## config.mk

```make
export PLATFORM = sky130hd
export DESIGN_NAME = dips_wheel
export DESIGN_NICKNAME = d
export VERILOG_FILES = /design/src/rtl/dips_pkg.sv /design/src/rtl/dips_wheel.sv
export SDC_FILE = /design/constraint.sdc
export NUM_CORES = 2
export LEC_CHECK = 0
export BUFFER_PORTS_ARGS = -buffer_cell sky130_fd_sc_hd__buf_4
export CAP_MARGIN = 0
export CORE_MARGIN = 5
export CORE_UTILIZATION = 40
export DETAILED_ROUTE_END_ITERATION = 8
export PLACE_DENSITY = 0.54
export SYNTH_ARGS = -nofsm -noshare
export SYNTH_HDL_FRONTEND = slang
export SYNTH_SLANG_ARGS = --single-unit
```

## constraint.sdc

```tcl
create_clock -name i_clk -period 13.7 [get_ports i_clk]
set_input_delay 3.425 -clock i_clk [delete_from_list [all_inputs] [get_ports i_clk]]
set_output_delay 3.425 -clock i_clk [all_outputs]
set_load 0.01 [all_outputs]
```

## src/rtl/dips_pkg.sv

```systemverilog
// Package for the dual wheel PID speed controller: payload and config types,
// register indexes and default parameters. No dependencies.
`timescale 1ns / 1ps

package dips_pkg;

    localparam int GAIN_FRAC_BITS_DEF = 8;
    localparam int DRIVE_MAX_DEF      = 500;
    localparam int DUTY_SCALE_DEF     = 20;

    localparam int DATA_W  = 16;
    localparam int ERR_W   = DATA_W + 1;
    localparam int DUTY_W  = 14;
    localparam int SUM_W   = 36;     // holds Kp*d1 + Ki*e0 + Kd*d2 exactly
    localparam int ADDR_W  = 5;
    localparam int IDX_W   = 3;
    localparam int APB_W   = 32;

    // register indexes (byte address = 4 * index)
    localparam logic [IDX_W-1:0] REG_TARGET_LEFT  = 3'd0;
    localparam logic [IDX_W-1:0] REG_TARGET_RIGHT = 3'd1;
    localparam logic [IDX_W-1:0] REG_P_GAIN_LEFT  = 3'd2;
    localparam logic [IDX_W-1:0] REG_I_GAIN_LEFT  = 3'd3;
    localparam logic [IDX_W-1:0] REG_D_GAIN_LEFT  = 3'd4;
    localparam logic [IDX_W-1:0] REG_P_GAIN_RIGHT = 3'd5;
    localparam logic [IDX_W-1:0] REG_I_GAIN_RIGHT = 3'd6;
    localparam logic [IDX_W-1:0] REG_D_GAIN_RIGHT = 3'd7;

    typedef struct packed {
        logic signed [DATA_W-1:0] speed_left;
        logic signed [DATA_W-1:0] speed_right;
    } t_in;

    typedef struct packed {
        logic [DUTY_W-1:0] duty_left;
        logic [DUTY_W-1:0] duty_right;
    } t_out;

    typedef struct packed {
        logic signed [DATA_W-1:0] target_left;
        logic signed [DATA_W-1:0] target_right;
        logic signed [DATA_W-1:0] p_gain_left;
        logic signed [DATA_W-1:0] i_gain_left;
        logic signed [DATA_W-1:0] d_gain_left;
        logic signed [DATA_W-1:0] p_gain_right;
        logic signed [DATA_W-1:0] i_gain_right;
        logic signed [DATA_W-1:0] d_gain_right;
    } t_cfg;

    // pipeline advance strobes handed to each wheel lane
    typedef struct packed {
        logic load_b;   // input register -> product register
        logic load_c;   // product register -> result register
    } t_pipe_ctl;

endpackage

```

## src/rtl/dips_wheel.sv

```systemverilog
// One wheel lane: error history, gain products, drive accumulator and duty.
// Depends on dips_pkg; advanced by the pipeline strobes of the top level.
`timescale 1ns / 1ps

module dips_wheel #(
    parameter int GAIN_FRAC_BITS = dips_pkg::GAIN_FRAC_BITS_DEF,
    parameter int DRIVE_MAX      = dips_pkg::DRIVE_MAX_DEF,
    parameter int DUTY_SCALE     = dips_pkg::DUTY_SCALE_DEF
) (
    input  logic                               i_clk,
    input  logic                               i_rst_n,
    input  dips_pkg::t_pipe_ctl                i_ctl,
    input  logic signed [dips_pkg::DATA_W-1:0] i_target,
    input  logic signed [dips_pkg::DATA_W-1:0] i_kp,
    input  logic signed [dips_pkg::DATA_W-1:0] i_ki,
    input  logic signed [dips_pkg::DATA_W-1:0] i_kd,
    input  logic signed [dips_pkg::DATA_W-1:0] i_speed,
    output logic [dips_pkg::DUTY_W-1:0]        o_duty
);

    localparam int ERR_W   = dips_pkg::ERR_W;
    localparam int DP_W    = ERR_W + 1;              // e0 - e1
    localparam int DD_W    = ERR_W + 2;              // e0 - 2*e1 + e2
    localparam int PP_W    = dips_pkg::DATA_W + DP_W;
    localparam int PI_W    = dips_pkg::DATA_W + ERR_W;
    localparam int PD_W    = dips_pkg::DATA_W + DD_W;
    localparam int SUM_W   = dips_pkg::SUM_W;
    localparam int ACC_W   = SUM_W + 1;
    localparam int DRV_W   = $clog2(DRIVE_MAX + 1);
    localparam int DPROD_W = (DRV_W + 8 > dips_pkg::DUTY_W) ? DRV_W + 8 : dips_pkg::DUTY_W;

    localparam logic signed [SUM_W-1:0] BIAS  = SUM_W'((64'd1 << GAIN_FRAC_BITS) - 64'd1);
    localparam logic signed [ACC_W-1:0] MAX_S = ACC_W'(DRIVE_MAX);

    logic signed [ERR_W-1:0]  r_e1, r_e2;
    logic signed [PP_W-1:0]   r_pp;
    logic signed [PI_W-1:0]   r_pi;
    logic signed [PD_W-1:0]   r_pd;
    logic [DRV_W-1:0]         r_drive, n_drive;
    logic [dips_pkg::DUTY_W-1:0] r_duty, n_duty;

    logic signed [ERR_W-1:0]  e0;
    logic signed [DP_W-1:0]   d_p;
    logic signed [DD_W-1:0]   d_d;
    logic signed [PP_W-1:0]   m_p;
    logic signed [PI_W-1:0]   m_i;
    logic signed [PD_W-1:0]   m_d;
    logic signed [SUM_W-1:0]  sum, rnd, inc;
    logic signed [ACC_W-1:0]  acc;
    logic [DPROD_W-1:0]       duty_full;

    // stage A: error terms and the three gain products
    assign e0  = ERR_W'(i_target) - ERR_W'(i_speed);
    assign d_p = DP_W'(e0) - DP_W'(r_e1);
    assign d_d = DD_W'(e0) - (DD_W'(r_e1) <<< 1) + DD_W'(r_e2);
    assign m_p = i_kp * d_p;
    assign m_i = i_ki * e0;
    assign m_d = i_kd * d_d;

    // stage B: sum, truncate toward zero, accumulate and clamp
    assign sum = SUM_W'(r_pp) + SUM_W'(r_pi) + SUM_W'(r_pd);
    assign rnd = sum + (sum[SUM_W-1] ? BIAS : '0);
    assign inc = rnd >>> GAIN_FRAC_BITS;
    assign acc = ACC_W'(signed'({1'b0, r_drive})) + ACC_W'(inc);

    always_comb begin
        if (acc >= MAX_S) begin
            n_drive = DRV_W'(DRIVE_MAX);
        end else if (acc < 0) begin
            n_drive = '0;
        end else begin
            n_drive = acc[DRV_W-1:0];
        end
    end

    assign duty_full = DPROD_W'(n_drive) * DPROD_W'(DUTY_SCALE);
    assign n_duty    = duty_full[dips_pkg::DUTY_W-1:0];

    always_ff @(posedge i_clk) begin
        if (!i_rst_n) begin
            r_e1    <= '0;
            r_e2    <= '0;
            r_drive <= '0;
        end else begin
            if (i_ctl.load_b) begin
                r_e1 <= e0;
                r_e2 <= r_e1;
            end
            if (i_ctl.load_c) begin
                r_drive <= n_drive;
            end
        end
    end

    always_ff @(posedge i_clk) begin
        if (i_ctl.load_b) begin
            r_pp <= m_p;
            r_pi <= m_i;
            r_pd <= m_d;
        end
        if (i_ctl.load_c) begin
            r_duty <= n_duty;
        end
    end

    assign o_duty = r_duty;

endmodule

```

Word-level counts from Yosys, hierarchy flattened
Cells that the tools add are included.
Word-level totals
  word-level logic and storage cells: 24
  bits in registers: 157
  input bits: 84
Cells by class
  $mul: 4
  $add $sub $neg: 8
  $lt $le $gt $ge: 2
  mux-type cells: 3
Operator list (count)
  adder 35 x 35 -> 36 bit: 1
  adder 36 x 8 -> 36 bit: 1
  adder 34 x 33 -> 35 bit: 1
  multiplier 16 x 19 -> 35 bit: 1
  multiplier 16 x 18 -> 34 bit: 1
  multiplier 16 x 17 -> 33 bit: 1
  adder 10 x 28 -> 29 bit: 1
  greater-or-equal comparator 29 x 10 -> 1 bit, second input constant: 1
  < comparator 29 x 1 -> 1 bit, second input constant: 1
  adder 19 x 17 -> 19 bit: 1
  subtractor 17 x 18 -> 19 bit: 1
  two-way mux 9 bit: 2
  subtractor 17 x 17 -> 18 bit: 1
  subtractor 16 x 16 -> 17 bit: 1
  multiplier 9 x 3 -> 12 bit, second input constant: 1
  two-way mux 8 bit: 1

Longest topological paths before layout
  word-level depth: 9
  gate-level depth with buffers: 49
  gate-level depth less buffers: 47

Worst setup path before layout
No wires, ideal clock.
  kind: input to register
  from: input i_target[0] (netlist name)
  to: register r_pd[34] (data pin)
  setup slack: -0.168 ns
  data arrival time: 13.606 ns
  setup time: 0.261 ns
  cell stages on the path: 44
  buffers on the path: 2
  cell sequence: inv_1 ha_1 inv_1 fa_1 a21o_1 a21oi_1 o21ai_0 a21oi_1 o21ai_0 a21oi_1 o21ai_0 a21oi_1 o21ai_0 a21oi_1 o21bai_1 a21oi_1 o211ai_1 o21ai_0 [8 not listed] nand2_1 fa_1 inv_1 fa_1 inv_1 fa_1 fa_1 fa_1 fa_1 inv_1 ha_1 a21o_1 a21oi_1 o21ai_0 a2111o_1 a31oi_1 o21ai_0 xnor2_1
On the way
  cells in the longest elaborated chain, start to end: 4
RTL lines
  start, declared: line dips_wheel.sv:13  | input logic signed [dips_pkg::DATA_W-1:0] i_target,
  subtractor 16 x 16 -> 17 bit: line dips_wheel.sv:53  | assign e0 = ERR_W'(i_target) - ERR_W'(i_speed);
  named net e0[16]: line dips_wheel.sv:42  | logic signed [ERR_W-1:0] e0;
  subtractor 17 x 18 -> 19 bit: line dips_wheel.sv:55  | assign d_d = DD_W'(e0) - (DD_W'(r_e1) <<< 1) + DD_W'(r_e2);
  adder 19 x 17 -> 19 bit: line dips_wheel.sv:55
  multiplier 16 x 19 -> 35 bit: line dips_wheel.sv:58  | assign m_d = i_kd * d_d;
  named net m_d[34]: line dips_wheel.sv:47  | logic signed [PD_W-1:0] m_d;
  end signal, assigned: line dips_wheel.sv:99  | r_pd <= m_d;
  end, declared: line dips_wheel.sv:38  | logic signed [PD_W-1:0] r_pd;
The timed path passes the listed nets, and every way through them passes these cells.
A chain may end at the register's enable or synchronous reset.

Final worst setup path
  from: input i_target[0] (netlist name)
  to: register r_pp[32] (data pin)
On the way
  cells in the longest elaborated chain, start to end: 3
RTL lines
  subtractor 16 x 16 -> 17 bit: line dips_wheel.sv:53
  subtractor 17 x 17 -> 18 bit: line dips_wheel.sv:54  | assign d_p = DP_W'(e0) - DP_W'(r_e1);
  multiplier 16 x 18 -> 34 bit: line dips_wheel.sv:56  | assign m_p = i_kp * d_p;
  named net m_p[32]: line dips_wheel.sv:45  | logic signed [PP_W-1:0] m_p;
  end signal, assigned: line dips_wheel.sv:97  | r_pp <= m_p;
  end, declared: line dips_wheel.sv:36  | logic signed [PP_W-1:0] r_pp;
The timed path passes the listed nets, and every way through them passes these cells.

==> results by group <==
Timing
  – Final setup violation count: 0
  – Clock skew: around 14 ps
  – RSZ-0062 raised after global routing: no
  – Max-slew headroom: roughly a third
  – Peak Freq: about 0.076 GHz
  – Min Tclk post-route: approximately 13000 ps
  – Final worst slack: approximately 570 ps
  – Slew Viols, Final: 0
  – Final period util: between 90 and 100%
  – Tightest Pin Transition: between 900 and 1000 ps
  – Fin. Hold Viols: 0

CTS
  – Root buf cell: clkbuf_16
  – H-tree depth: 4
  – Clk buf depth: 2
  – CTS clock-pin slew for the worst setup and hold paths: 70 ps
  – CTS tree: yes
  – Clk_lat worst skew: around 450 ps
  – CTS Buf Count: 17
  – CTS sink count: about 160

Global route
  – Largest net degree at the start of global routing: 73
  – Overall routing resource usage: 21.1%
  – Remaining Overflow, GRT: 0
  – Number of global-route vias before repair: between 30000 and 40000
  – Initial antenna violation count: 2
  – First-pass GRT wire length: 196 mm

Die
  – Die width: approximately 340 um
  – Initial core utilization: between 40% and 50%
  – Die ar.: approximately 120000 um2
  – # IOs: 98
  – Rows: 122
  – Chip height: between 300 and 400 um
  – Core box area: 110000 um2

Yosys
  – Post-synth top area share: between 40% and 50%
  – EDFF count, synth: 114
  – Async SR Flop Fraction: 0%
  – Synth area leaders: fa_1 42%, ha_1 10%, inv_1 8.2%
  – Sequential area share after synthesis: 9.65%
  – Top FF cell, synth: edfxtp_1
  – Mapped Cells: about 4700
  – Post-synthesis register bit count: between 150 and 200
  – Synth unique cells: 98
  – Cell accounting for the most synthesized area: fa_1
  – Post-Syn Area: roughly 44000 um2
  – Synth warn: 0
  – Syn Area/Cell: around 9.3 um2

Detailed routing
  – DRT iter0 DRCs: roughly 1900
  – Via density: 5.03
  – Vias: 32725
  – Post-Route WL: roughly 120 mm
  – DRC: 0
  – Drt wl/cell: between 15 and 20 um
  – Routed Antenna Nets: 0
  – First-pass DRT Iterations: 5

Worst setup path
  – Required time of the worst setup path: 13900 ps
  – CP max-delay cell: fa_1
  – Critical Path End Type: register
  – Max incr delay on CP: approximately 550 ps
  – Critical Path AT: ~13000 ps
  – Most frequent CP cell: fa_1
  – CP max FO: 4
  – Worst setup SP type: input pin
  – Critical path class: in -> reg

Cells and area
  – Share of cells above drive strength 1: around 11%
  – Final nets: between 6000 and 7000
  – Commonest cells after routing, fill and taps aside: 970 x inv_1, 925 x fa_1, 599 x nand2_1
  – Commonest non-fill, non-tap cell in the layout: inv_1
  – Layout area overhead: 11.8%
  – Filler instances: roughly 11000

Min path
  – Min-delay worst type: reg -> reg

Run
  – MaxCap Viol Count: 0

Place
  – Setup slack at placement: -406 ps
  – PortBufs: between 90 and 100
  – RePlAce Congestion: just over 0.9
  – Final HPWL from detailed placement: ~100 mm

Outcome
  – Outcome: finished clean
## sequential cells by signal (all words and copies together) (netlist names)
name and flops:
r_pp 34, r_e1 17, o_duty 12, r_pd 35
r_drive 9, r_e2 17, r_pi 33
## synthesized netlist by cell type (all sizes together) (57+ instances only)
cell and n:
a21oi 119, nor2 122, inv 971, edfxtp 114, ha 368, and2 280, clkbuf 179, o21ai 118
nand2b 57, nand2 599, fa 927, nor2b 98, xnor2 140
## critical path, delay by kind of cell
| family | cells | cell delay [ps] |
|---|---|---|
| compound gates | 19 | 3020 |
| buf+inv | 10 | 990 |
| simple gates | 7 | 1300 |
| xor+xnor | 3 | 410 |
| fa+ha+maj | 10 | 4160 |
## worst paths after layout
path	end	cells after the start	slack (ps)	from
setup / recovery	r_pp[32]$_DFFE_PP_	49	570	i_target[0]
hold / removal	r_drive[5]$_SDFFE_PN0P_	2	490	r_drive[5]$_SDFFE_PN0P_
setup reg to reg	o_duty[12]$_DFFE_PP_	45	1330	r_pp[1]$_DFFE_PP_
hold reg to reg	r_drive[5]$_SDFFE_PN0P_	2	490	r_drive[5]$_SDFFE_PN0P_
## layer usage
layer	vias to the layer above	part of all wire, %	track usage, %
li1	15234	-	-
met1	16699	46	30.3
met2	697	48	35.2
met3	95	4.1	1.79
met4	0	2.1	4.23
met5	-	0	0
## cells by family after synthesis
| logic type | after synthesis | synth area share (%) |
|---|---|---|
| buffers and inverters | 1160 | 9.85 |
| DFF | 157 | 9.65 |
| other | 1 | 0.00845 |
| and+or+nand+nor | 1408 | 15.9 |
| adders and majority gates | 1295 | 52.2 |
| muxes | 41 | 0.964 |
| xor gates and xnor gates | 185 | 3.65 |
| AOI/OAI and AO/OA | 501 | 7.78 |
## cell type report
| type | instances | area, um2 | area share [%] |
|---|---|---|---|
| Antenna cell | 1 | 2.50 | 0.00504 |
| Inverter | 972 | 3650 | 7.35 |
| Tap cell | 1488 | 1860 | 3.75 |
| Clock inverter | 13 | 186 | 0.376 |
| Sequential cell | 157 | 4280 | 8.63 |
| Clock buffer | 19 | 433 | 0.872 |
| Multi-Input combinational cell | 3432 | 36000 | 72.5 |
| Timing Repair Buffer | 422 | 3240 | 6.52 |
## metrics by stage
step	hold slack, ps	util [%]	cell area, um2	instances	TNS (ps)
final	486	45.0	49600	6504	0
after global routing	527	45.0	49600	6503	0
after CTS	487	44.8	49400	6499	0
after global placement	463	44.2	48800	6467	-1480
after detailed placement	468	44.2	48800	6467	-2760
after floorplan	432	-	44400	4749	0
## what timing repair did
item                       in CTS  in global routing
hold endpoints to repair        0                  0
gates resized for setup         0                 70
setup endpoints to repair       0                 22
buffers inserted                0                  4
hold buffers                    0                  0
Power is left out: the tool's default activity adds up to more than one toggle a clock period on the data nets, which glitch-free logic cannot reach.
