--- src/rtl/dips_pkg.sv ---
// Package for the dual wheel PID speed controller: payload and config types,
// register indexes and default parameters. No dependencies.
`timescale 1ns / 1ps

package dips_pkg;

    localparam int GAIN_FRAC_BITS_DEF = 8;
    localparam int DRIVE_MAX_DEF      = 500;
    localparam int DUTY_SCALE_DEF     = 20;

    localparam int DATA_W  = 16;
    localparam int ERR_W   = DATA_W + 1;
    localparam int DUTY_W  = 14;
    localparam int SUM_W   = 36;     // holds Kp*d1 + Ki*e0 + Kd*d2 exactly
    localparam int ADDR_W  = 5;
    localparam int IDX_W   = 3;
    localparam int APB_W   = 32;

    // register indexes (byte address = 4 * index)
    localparam logic [IDX_W-1:0] REG_TARGET_LEFT  = 3'd0;
    localparam logic [IDX_W-1:0] REG_TARGET_RIGHT = 3'd1;
    localparam logic [IDX_W-1:0] REG_P_GAIN_LEFT  = 3'd2;
    localparam logic [IDX_W-1:0] REG_I_GAIN_LEFT  = 3'd3;
    localparam logic [IDX_W-1:0] REG_D_GAIN_LEFT  = 3'd4;
    localparam logic [IDX_W-1:0] REG_P_GAIN_RIGHT = 3'd5;
    localparam logic [IDX_W-1:0] REG_I_GAIN_RIGHT = 3'd6;
    localparam logic [IDX_W-1:0] REG_D_GAIN_RIGHT = 3'd7;

    typedef struct packed {
        logic signed [DATA_W-1:0] speed_left;
        logic signed [DATA_W-1:0] speed_right;
    } t_in;

    typedef struct packed {
        logic [DUTY_W-1:0] duty_left;
        logic [DUTY_W-1:0] duty_right;
    } t_out;

    typedef struct packed {
        logic signed [DATA_W-1:0] target_left;
        logic signed [DATA_W-1:0] target_right;
        logic signed [DATA_W-1:0] p_gain_left;
        logic signed [DATA_W-1:0] i_gain_left;
        logic signed [DATA_W-1:0] d_gain_left;
        logic signed [DATA_W-1:0] p_gain_right;
        logic signed [DATA_W-1:0] i_gain_right;
        logic signed [DATA_W-1:0] d_gain_right;
    } t_cfg;

    // pipeline advance strobes handed to each wheel lane
    typedef struct packed {
        logic load_b;   // input register -> product register
        logic load_c;   // product register -> result register
    } t_pipe_ctl;

endpackage

--- src/rtl/dips_regs.sv ---
// APB configuration registers of the dual wheel PID speed controller.
// Depends on dips_pkg.
`timescale 1ns / 1ps

module dips_regs (
    input  logic                         i_clk,
    input  logic                         i_rst_n,
    input  logic                         i_psel,
    input  logic                         i_penable,
    input  logic                         i_pwrite,
    input  logic [dips_pkg::ADDR_W-1:0]  i_paddr,
    input  logic [dips_pkg::APB_W-1:0]   i_pwdata,
    output logic [dips_pkg::APB_W-1:0]   o_prdata,
    output logic                         o_pready,
    output dips_pkg::t_cfg               o_cfg
);

    dips_pkg::t_cfg                   r_cfg;
    logic                             wr_en;
    logic [dips_pkg::IDX_W-1:0]       idx;
    logic signed [dips_pkg::DATA_W-1:0] wdat;
    logic signed [dips_pkg::DATA_W-1:0] rdat;

    assign o_pready = 1'b1;
    assign wr_en    = i_psel && i_penable && i_pwrite;
    assign idx      = i_paddr[dips_pkg::IDX_W+1:2];
    assign wdat     = i_pwdata[dips_pkg::DATA_W-1:0];

    always_ff @(posedge i_clk) begin
        if (!i_rst_n) begin
            r_cfg <= '0;
        end else if (wr_en) begin
            case (idx)
                dips_pkg::REG_TARGET_LEFT:  r_cfg.target_left  <= wdat;
                dips_pkg::REG_TARGET_RIGHT: r_cfg.target_right <= wdat;
                dips_pkg::REG_P_GAIN_LEFT:  r_cfg.p_gain_left  <= wdat;
                dips_pkg::REG_I_GAIN_LEFT:  r_cfg.i_gain_left  <= wdat;
                dips_pkg::REG_D_GAIN_LEFT:  r_cfg.d_gain_left  <= wdat;
                dips_pkg::REG_P_GAIN_RIGHT: r_cfg.p_gain_right <= wdat;
                dips_pkg::REG_I_GAIN_RIGHT: r_cfg.i_gain_right <= wdat;
                dips_pkg::REG_D_GAIN_RIGHT: r_cfg.d_gain_right <= wdat;
                default: ;
            endcase
        end
    end

    always_comb begin
        case (idx)
            dips_pkg::REG_TARGET_LEFT:  rdat = r_cfg.target_left;
            dips_pkg::REG_TARGET_RIGHT: rdat = r_cfg.target_right;
            dips_pkg::REG_P_GAIN_LEFT:  rdat = r_cfg.p_gain_left;
            dips_pkg::REG_I_GAIN_LEFT:  rdat = r_cfg.i_gain_left;
            dips_pkg::REG_D_GAIN_LEFT:  rdat = r_cfg.d_gain_left;
            dips_pkg::REG_P_GAIN_RIGHT: rdat = r_cfg.p_gain_right;
            dips_pkg::REG_I_GAIN_RIGHT: rdat = r_cfg.i_gain_right;
            dips_pkg::REG_D_GAIN_RIGHT: rdat = r_cfg.d_gain_right;
            default:                    rdat = '0;
        endcase
    end

    // sign-extended readback
    assign o_prdata = dips_pkg::APB_W'(rdat);
    assign o_cfg    = r_cfg;

endmodule

--- config.mk ---
export PLATFORM = sky130hd
export DESIGN_NAME = dips_regs
export DESIGN_NICKNAME = d
export VERILOG_FILES = /design/src/rtl/dips_pkg.sv /design/src/rtl/dips_regs.sv
export SDC_FILE = /design/constraint.sdc
export NUM_CORES = 1
export LEC_CHECK = 0
export BUFFER_PORTS_ARGS = -buffer_cell sky130_fd_sc_hd__buf_4
export CORE_MARGIN = 2
export CORE_UTILIZATION = 57
export CTS_BUF_LIST = sky130_fd_sc_hd__clkbuf_4 sky130_fd_sc_hd__clkbuf_8
export CTS_CLUSTER_SIZE = 12
export DETAILED_ROUTE_END_ITERATION = 12
export PLACE_DENSITY = 0.87
export SYNTH_ARGS = -nofsm -noshare
export SYNTH_HDL_FRONTEND = slang
export SYNTH_SLANG_ARGS = --single-unit
export TNS_END_PERCENT = 5
--- constraint.sdc ---
create_clock -name i_clk -period 4.3 [get_ports i_clk]
set_input_delay 0.215 -clock i_clk [delete_from_list [all_inputs] [get_ports i_clk]]
set_output_delay 0.215 -clock i_clk [all_outputs]
set_load 0.05 [all_outputs]
## Word-level counts from Yosys, hierarchy flattened

Index checks and enable logic that the tools add are counted.

- Register bits: 128
- Bits of input ports: 42
- Output and inout bits: 161
- Logic and storage cells: 27

- Equality and inequality tests: 7
- Multiplexer cells: 1
- Reductions and logical operators: 11

Operator list:

| operator | number |
|---|---|
| 16-bit one-hot mux with 8 select lines | 1 |
| 2-bit AND reduction | 8 |
| 3-bit == test, second input constant | 4 |
| 3-bit by 2-bit == test with 1-bit output, second input constant | 2 |
| 3-bit by 1-bit == test with 1-bit output, second input constant | 1 |
| 3-bit logical NOT | 1 |
| 1-bit logical AND | 2 |

## Logic depth before layout (Yosys ltp)

Gate-level depths: netlist of run 1.

- Depth after elaboration: 3
- Depth in mapped cells: 7
- Mapped depth without buffers: 4

## Worst setup path before layout of run 1

OpenSTA, ideal clock, no wires.

- Path kind: register to output
- From: register r_cfg, in the netlist o_cfg[95]
- To: output port o_prdata[16] (netlist bit)
- Data arrival time: 2.561 ns
- Required time: 4.085 ns
- Setup slack: 1.524 ns
- Cell stages (with the launch flop): 6
- Buffers on the path: 1
- Path through: dfxtp_1 > inv_1 > a221oi_1 > a221oi_1 > nor2_1 > buf_4

- Longest elaborated chain between the ends: 1

Ends and longest elaborated chain:

| item | line | RTL |
|---|---|---|
| from (decl) | dips_regs.sv:18 | `dips_pkg::t_cfg r_cfg;` |
| 16-bit one-hot mux with 8 select lines | dips_regs.sv:48 | `case (idx)` |
| to (decl) | dips_regs.sv:13 | `output logic [dips_pkg::APB_W-1:0] o_prdata,` |

Every way passes these cells.

## Worst setup path in the final report of run 1

- From: input port i_paddr[4] (netlist bit)
- To: output port o_prdata[17] (netlist bit)

- Longest elaborated chain between the ends: 2
- Elaborated cells on any way between the ends: 9
- Those cells by class: eq/ne: 7; mux: 1; reduce/logical: 1

Ends and longest elaborated chain:

| item | line | RTL |
|---|---|---|
| from (decl) | dips_regs.sv:11 | `input logic [dips_pkg::ADDR_W-1:0] i_paddr,` |
| 3-bit == test (tied with other cells) | dips_regs.sv:48 |  |
| 16-bit one-hot mux with 8 select lines * | dips_regs.sv:48 |  |

Every way passes the cells marked *; elsewhere a longest branch is shown, timed or not.

==> impl_metrics.py, run 1 <==
metrics = {
    "synthesis": {
        "synth_ff_type": "dfxtp_1",
        "synth_area_mm2": 0.006166,
        "cells_after_synth": 776,
        "synth.top_cell.area_share_pct": 41.56,
        "post_synth.cell_area_avg_um2": 7.946,
        "synth_most_common_cell": "nand2_1",
        "ys_ff_latch": 128,
        "synth-async-reset-ratio_pct": 0,
        "synth_commonest_cells": "246 x nand2_1, 128 x dfxtp_1, 106 x a21boi_0",
        "synth_nets": 818,
        "ys_seq_area_share_pct": 41.56,
        "yosys_warnings": 0,
        "netlist-cell-type-count": 30,
        "post_synth_main_area_contributors": "dfxtp_1 42%, nand2_1 15%, a21boi_0 13%",
        "synth_top_area_cell": "dfxtp_1",
        "synth-edff-count": 0,
    },
    "sta": {
        "slew_headroom_pct": 18.95,
        "grt_setup_unrepaired": "no",
        "setup_slack_ns": 1.339,
        "finalHoldViolCount": 0,
        "timing.fmax_mhz": 337.8,
        "fin_skew_ns": 0,
        "timing_max_transition_violations_final": 0,
        "final_period_minus_worst_setup_slack_ns": 2.961,
        "setup_viol_count_final": 0,
        "setup_total_negative_slack_ns": 0,
        "final_worst_path_cycle_share_pct": 68.85,
        "max_slew.worst_pin.slew_ns": 1.209,
    },
    "cts": {
        "cts_post_setup_buffers_inserted": 0,
        "clock_tree.buffer_depth": 2,
        "cts-buffers-inserted": 17,
        "cts_resized": 0,
        "cts_sinks": 128,
        "cts.root.buffer_cell": "clkbuf_8",
        "cts.htree.levels": 4,
        "insertion_delay_ns": 0.43,
        "holdBufCountCts": 0,
        "clk_pin_slew_worst_paths_ns": 0.08,
        "cts_tree": "done",
    },
    "final_layout": {
        "number_of_flip_flops_in_the_largest_register": 128,
        "antenna-diode-count": 0,
        "drive_gt1_share_pct": 25.69,
        "final_net_count": 932,
        "synthToLayoutAreaGrowth_pct": 24.21,
        "utilization_pct": 73.53,
    },
    "drt": {
        "finalWirelength_mm": 19.29,
        "vias_per_cell": 5.907,
        "route.met2.wl_mm": 8.957,
        "routedWlPerCell_um": 18.57,
        "vias": 6137,
        "route.detailed.drc": 0,
        "postRouteAntennaNets": 0,
        "top_layer": "met4",
        "met3_wire_len_mm": 2.072,
        "detail_route.first_pass.iterations": 5,
        "drt_iter0_markers": 558,
        "met1Wirelength_mm": 7.914,
    },
    "critical_path": {
        "crit_path_launch_type": "input port",
        "crit_path_start": "i_paddr[4]",
        "worst_r2r_path_depth": 2,
        "timing.rr.end": "o_cfg[56]",
        "worstPathMaxFanout": 59,
        "worst-endpoint-arrival_ns": 2.75,
        "critPathCaptureType": "output pin",
        "cp_data_required_time_ns": 4.09,
        "reg2reg_slack_ns": 3.50,
        "worstReg2RegStart": "o_cfg[56]",
        "setup.worst_path.class": "input port to output pin",
        "crit_end": "o_prdata[17]",
    },
    "grt": {
        "grt_antenna_before_repair": 0,
        "grt_start_max_net_pins": 129,
        "grt_pass1_wl_mm": 29.32,
        "grt_util_all_layers_pct": 32.46,
        "globalRouteOverflowTotal": 0,
        "grt_pass1_vias": 5533,
    },
    "floorplan": {
        "total_die_area_mm2": 0.01167,
        "initial_utilization_pct": 59.20,
        "die_h_um": 108.0,
        "fp.coreArea_mm2": 0.01042,
        "floorplan.rows": 37,
        "top_level_ports": 203,
        "die_x_um": 108.0,
    },
    "placed_design": {
        "place.port_buffers": 183,
        "globalplace.congestion": 0.9713,
        "place_ws_ns": 1.367,
        "place.detailed.hpwl_mm": 13.27,
    },
    "power": {
        "p_int_w": 0.001833,
        "leakagePower_nw": 2.973,
        "largest_vdd_supply_drop_mv": 0.2098,
        "power_density_mw_per_mm2": 331.0,
        "p_clk_share_pct": 41.6,
        "seq_power_share_pct": 47.4,
        "combPwrFrac_pct": 11.0,
        "power_switching_w": 0.0007026,
        "switching_share_pct": 27.71,
    },
    "worst_hold_path": {
        "hold_path.class": "input port to register",
    },
    "outcome": {
        "run_status": "complete, no violations",
    },
    "job": {
        "maxCapViolCount": 0,
    },
}
-- power by group through the flow --
stage / logic, W / registers, W / clock network [W]
floorplan: 0.000179 / 0.00126 / 0
detailed placement: 0.000274 / 0.00123 / 0
finish: 0.000280 / 0.00120 / 0.00105
global route: 0.000293 / 0.00120 / 0.00110
CTS: 0.000275 / 0.00120 / 0.00105
global placement: 0.000270 / 0.00123 / 0
-- kinds of logic after synthesis --
family | count (synthesis) | synth area share [%]
muxes | 16 | 2.638
and+or+nand+nor | 314 | 21.02
DFF | 128 | 41.56
other | 1 | 0.06082
buffers and inverters | 105 | 8.584
AOI/OAI and AO/OA | 212 | 26.14
-- layer usage --
metal | GRT usage (%) | vias to the layer above
met2 | 51.75 | 374
li1 | - | 2812
met5 | 0 | -
met1 | 43.78 | 2914
met3 | 7.233 | 37
met4 | 10.81 | 0
-- metrics by stage --
stage / area (um^2) / power, W / hold slack [ns] / cells
final: 7659 / 0.002535 / 0.08940 / 1039
after global routing: 7659 / 0.002594 / 0.09248 / 1039
after CTS: 7659 / 0.002529 / 0.06999 / 1039
after detailed placement: 7256 / 0.001503 / 0.4674 / 1007
after global placement: 7256 / 0.001498 / 0.4575 / 1007
after floorplan: 6166 / 0.001436 / 0.4991 / 776
-- critical path, stage by stage --
cell and delay [ns]:
buf_4 0.49, and2_1 0.56, o2bb2ai_1 0.20, a221oi_1 0.15, nor2_1 0.74, buf_4 0.34
-- area by class of cell --
| type | count | area (um^2) |
|---|---|---|
| Multi-Input combinational cell | 543 | 3074 |
| Fill cell | 810 | 2758 |
| Sequential cell | 128 | 2562 |
| Timing Repair Buffer | 186 | 1396 |
| Clock buffer | 20 | 269.0 |
| Tap cell | 136 | 170.2 |
| Clock inverter | 12 | 133.9 |
| Inverter | 14 | 52.55 |
-- worst min path at each step --
stage / startpoint / end / cells past startpoint
after global placement: o_cfg[103] / o_cfg[103] / 2
after global routing: i_pwdata[10] / o_cfg[74] / 3
final: i_pwdata[8] / o_cfg[72] / 3
after floorplan: i_pwdata[11] / o_cfg[11] / 3
after CTS: i_pwdata[8] / o_cfg[72] / 3
after detailed placement: o_cfg[70] / o_cfg[70] / 2
-- layout by cell type, fill, tap and decap left out --
cell / synthesis / routed
a21boi_0: 106 / 106
a21boi_1: 22 / 22
a21oi_1: 5 / 5
a221oi_1: 28 / 28
a22o_1: 16 / 16
a22oi_1: 3 / 3
a32o_1: 1 / 1
and2_1: 2 / 2
and4b_1: 1 / 1
buf_4: 26 / 186
bufinv_16: 0 / 2
clkbuf_4: 0 / 1
clkbuf_8: 0 / 19
clkinv_2: 0 / 3
clkinv_4: 0 / 3
clkinvlp_4: 0 / 2
conb_1: 1 / 1
dfxtp_1: 128 / 128
inv_1: 14 / 14
inv_6: 0 / 2
mux2_2: 2 / 2
mux2i_1: 14 / 14
nand2_1: 246 / 246
nand2b_1: 17 / 17
nand4_2: 1 / 1
nand4b_1: 1 / 1
nor2_1: 29 / 29
nor2_2: 6 / 6
nor2b_1: 4 / 4
nor3_2: 2 / 2
o21ai_0: 17 / 17
o22a_1: 2 / 2
o2bb2ai_1: 12 / 12
or2_2: 3 / 3
or3_1: 2 / 2
No activity file was read; power rests on OpenSTA's default activity.
==> run 2, diff against run 1 <==
- CORE_UTILIZATION: 57 -> 47
- PLACE_DENSITY: 0.87 -> 0.76
- clock period: 4.3 -> 2.4 ns (I/O delays scaled with it)
==> run 2 against run 1 <==
Final cell count rose by 6.6%; worst hold slack improved by 0.13 ns; total power rose by 74%; largest cell class unchanged; sequential share of layout area fell by 1.4 points; global-route usage fell by 4.4 points; combinational power rose by 93%; clock power rose by 64%; wire length rose by 2.3%.
==> impl_metrics.py, run 2 (synthesis results as in run 1) <==
metrics = {
    "cts": {
        "cts.htree.levels": 4,
        "cts-buffers-inserted": 17,
        "insertion_delay_ns": 0.45,
        "clk_pin_slew_worst_paths_ns": 0.07,
        "clock_tree.buffer_depth": 2,
        "cts_tree": "done",
        "cts_sinks": 128,
        "cts.root.buffer_cell": "clkbuf_8",
    },
    "sta": {
        "timing.fmax_mhz": 466.9,
        "setup_viol_count_final": 0,
        "final_worst_path_cycle_share_pct": 89.24,
        "grt_setup_unrepaired": "no",
        "setup_total_negative_slack_ns": 0,
        "finalHoldViolCount": 0,
        "final_period_minus_worst_setup_slack_ns": 2.142,
        "fin_skew_ns": 0,
        "timing_max_transition_violations_final": 0,
        "max_slew.worst_pin.slew_ns": 0.7842,
        "slew_headroom_pct": 47.66,
    },
    "job": {
        "maxCapViolCount": 0,
    },
    "drt": {
        "routedWlPerCell_um": 17.81,
        "route.detailed.drc": 0,
        "drt_iter0_markers": 549,
        "postRouteAntennaNets": 0,
        "finalWirelength_mm": 19.73,
        "detail_route.first_pass.iterations": 5,
        "vias": 5976,
        "vias_per_cell": 5.394,
    },
    "final_layout": {
        "utilization_pct": 62.75,
        "number_of_flip_flops_in_the_largest_register": 128,
        "seqCellArea_mm2": 0.002562,
        "mostFrequentLayoutCells": "246 x nand2_1, 203 x buf_4, 128 x dfxtp_1, 106 x a21boi_0",
        "layout.cells.most_common": "nand2_1",
        "layout.cells.non_filler": 1108,
        "drive_gt1_share_pct": 26.71,
        "final_net_count": 966,
        "synthToLayoutAreaGrowth_pct": 29.46,
        "multi_input_area_mm2": 0.003082,
        "antenna-diode-count": 0,
        "layout.filler_cells": 1177,
    },
    "grt": {
        "grt_start_max_net_pins": 75,
        "globalRouteOverflowTotal": 0,
        "grt_util_all_layers_pct": 28.09,
        "grt_antenna_before_repair": 0,
        "grt_pass1_vias": 5471,
        "grt_pass1_wl_mm": 30.67,
    },
    "critical_path": {
        "crit_path_launch_type": "register",
        "worst_r2r_path_depth": 2,
        "critical_path_s_slowest_cell": "a221oi_1",
        "critical-path-top-delay-family": "compound AO/OA/AOI/OAI gates",
        "timing.rr.end": "o_cfg[56]",
        "reg2reg_slack_ns": 1.60,
        "crit_path_cell_trace": "a22o_1 > a221oi_1 > nor2_4 > buf_4",
        "worstPathMaxFanout": 17,
        "worst-endpoint-arrival_ns": 2.02,
        "cp_data_required_time_ns": 2.28,
        "critPathBufInv": 1,
        "setup.worst_path.class": "register to output pin",
        "worstReg2RegStart": "o_cfg[56]",
        "max_stage_delay_on_crit_path_ns": 0.61,
        "critPathCaptureType": "output pin",
    },
    "worst_hold_path": {
        "whs_endpoint": "o_cfg[70]",
        "min_path_cells": 2,
        "hold_path.class": "input port to register",
        "hp-start": "i_rst_n",
    },
    "floorplan": {
        "die_h_um": 118.5,
        "initial_utilization_pct": 48.47,
        "die_x_um": 118.5,
        "total_die_area_mm2": 0.01405,
        "top_level_ports": 203,
        "fp.coreArea_mm2": 0.01272,
        "floorplan.rows": 41,
    },
    "outcome": {
        "run_status": "complete, no violations",
    },
    "power": {
        "largest_vdd_supply_drop_mv": 0.3309,
        "power_density_mw_per_mm2": 553.5,
        "leakagePower_nw": 3.128,
        "design_power_total_w": 0.004419,
    },
    "placed_design": {
        "placed_cell_count": 1061,
        "place.port_buffers": 183,
        "place.detailed.hpwl_mm": 13.85,
        "globalplace.congestion": 0.9311,
    },
}
## run 2: cell count changes in the layout (fill, tap and decap cells not counted)
cell and change:
buf_4 +17, dlygate4sd3_1 +16, clkbuf_8 +4, clkinv_4 -3, bufinv_16 -2, clkbuf_4 +2, inv_6 -2, buf_12 +1
clkinv_2 +1, clkinvlp_4 -1, nor2_1 -1, nor2_4 +1
## run 2: layout make-up
| cell class | count | share of cell area [%] |
|---|---|---|
| clock buffers | 26 | 4.248 |
| clock inverters | 5 | 0.3448 |
| inverters | 14 | 0.6583 |
| multi-input cells | 543 | 38.61 |
| flip-flops and latches | 128 | 32.10 |
| well taps | 172 | 2.696 |
| repair buffers | 220 | 21.35 |
## run 2: how the worst max path moves through the flow
stage,from,end,slack [ns],cells past startpoint
2_1_floorplan,o_cfg[95],o_prdata[16],0.17,5
3_3_place_gp,i_paddr[3],o_prdata[5],0.50,7
3_5_place_dp,i_paddr[3],o_prdata[17],0.48,6
4_1_cts,o_cfg[63],o_prdata[17],0.09,5
5_1_grt,o_cfg[63],o_prdata[31],0.16,5
6_report,o_cfg[47],o_prdata[17],0.26,4
## run 2: metrics by stage
| stage | hold WS (ns) | setup WS (ns) | instance area (um^2) |
|---|---|---|---|
| 6_report | 0.2240 | 0.2582 | 7983 |
| 5_1_grt | 0.2465 | 0.1640 | 7983 |
| 4_1_cts | 0.2093 | 0.08549 | 7978 |
| 3_5_place_dp | 0.4383 | 0.4816 | 7451 |
| 3_3_place_gp | 0.4303 | 0.4999 | 7451 |
| 2_1_floorplan | 0.4041 | 0.1714 | 6168 |
## run 2: per-layer routing
layer	global-route usage (%)	vias to the layer above	share of wire (%)
met5	0	-	0
met4	10.12	0	2.3
met3	8.156	40	8.5
met2	42.49	271	44
met1	38.03	2787	45
li1	-	2878	-
## run 2: power by group
| group | internal (W) | switching, W | total, W | leakage [nW] |
|---|---|---|---|---|
| Clock | 0.000901 | 0.000823 | 0.00172 | 0.195 |
| Combinational | 0.000180 | 0.000361 | 0.000540 | 1.90 |
| Sequential | 0.00214 | 0.0000144 | 0.00215 | 1.03 |
## run 2: repair_timing
| item | in CTS | in global routing |
|---|---|---|
| endpoints found under the setup margin | 0 | 17 |
| buffers inserted | 0 | 0 |
| hold buffers | 16 | 0 |
| gates resized for setup | 0 | 1 |
| endpoints found under the hold margin | 124 | 0 |
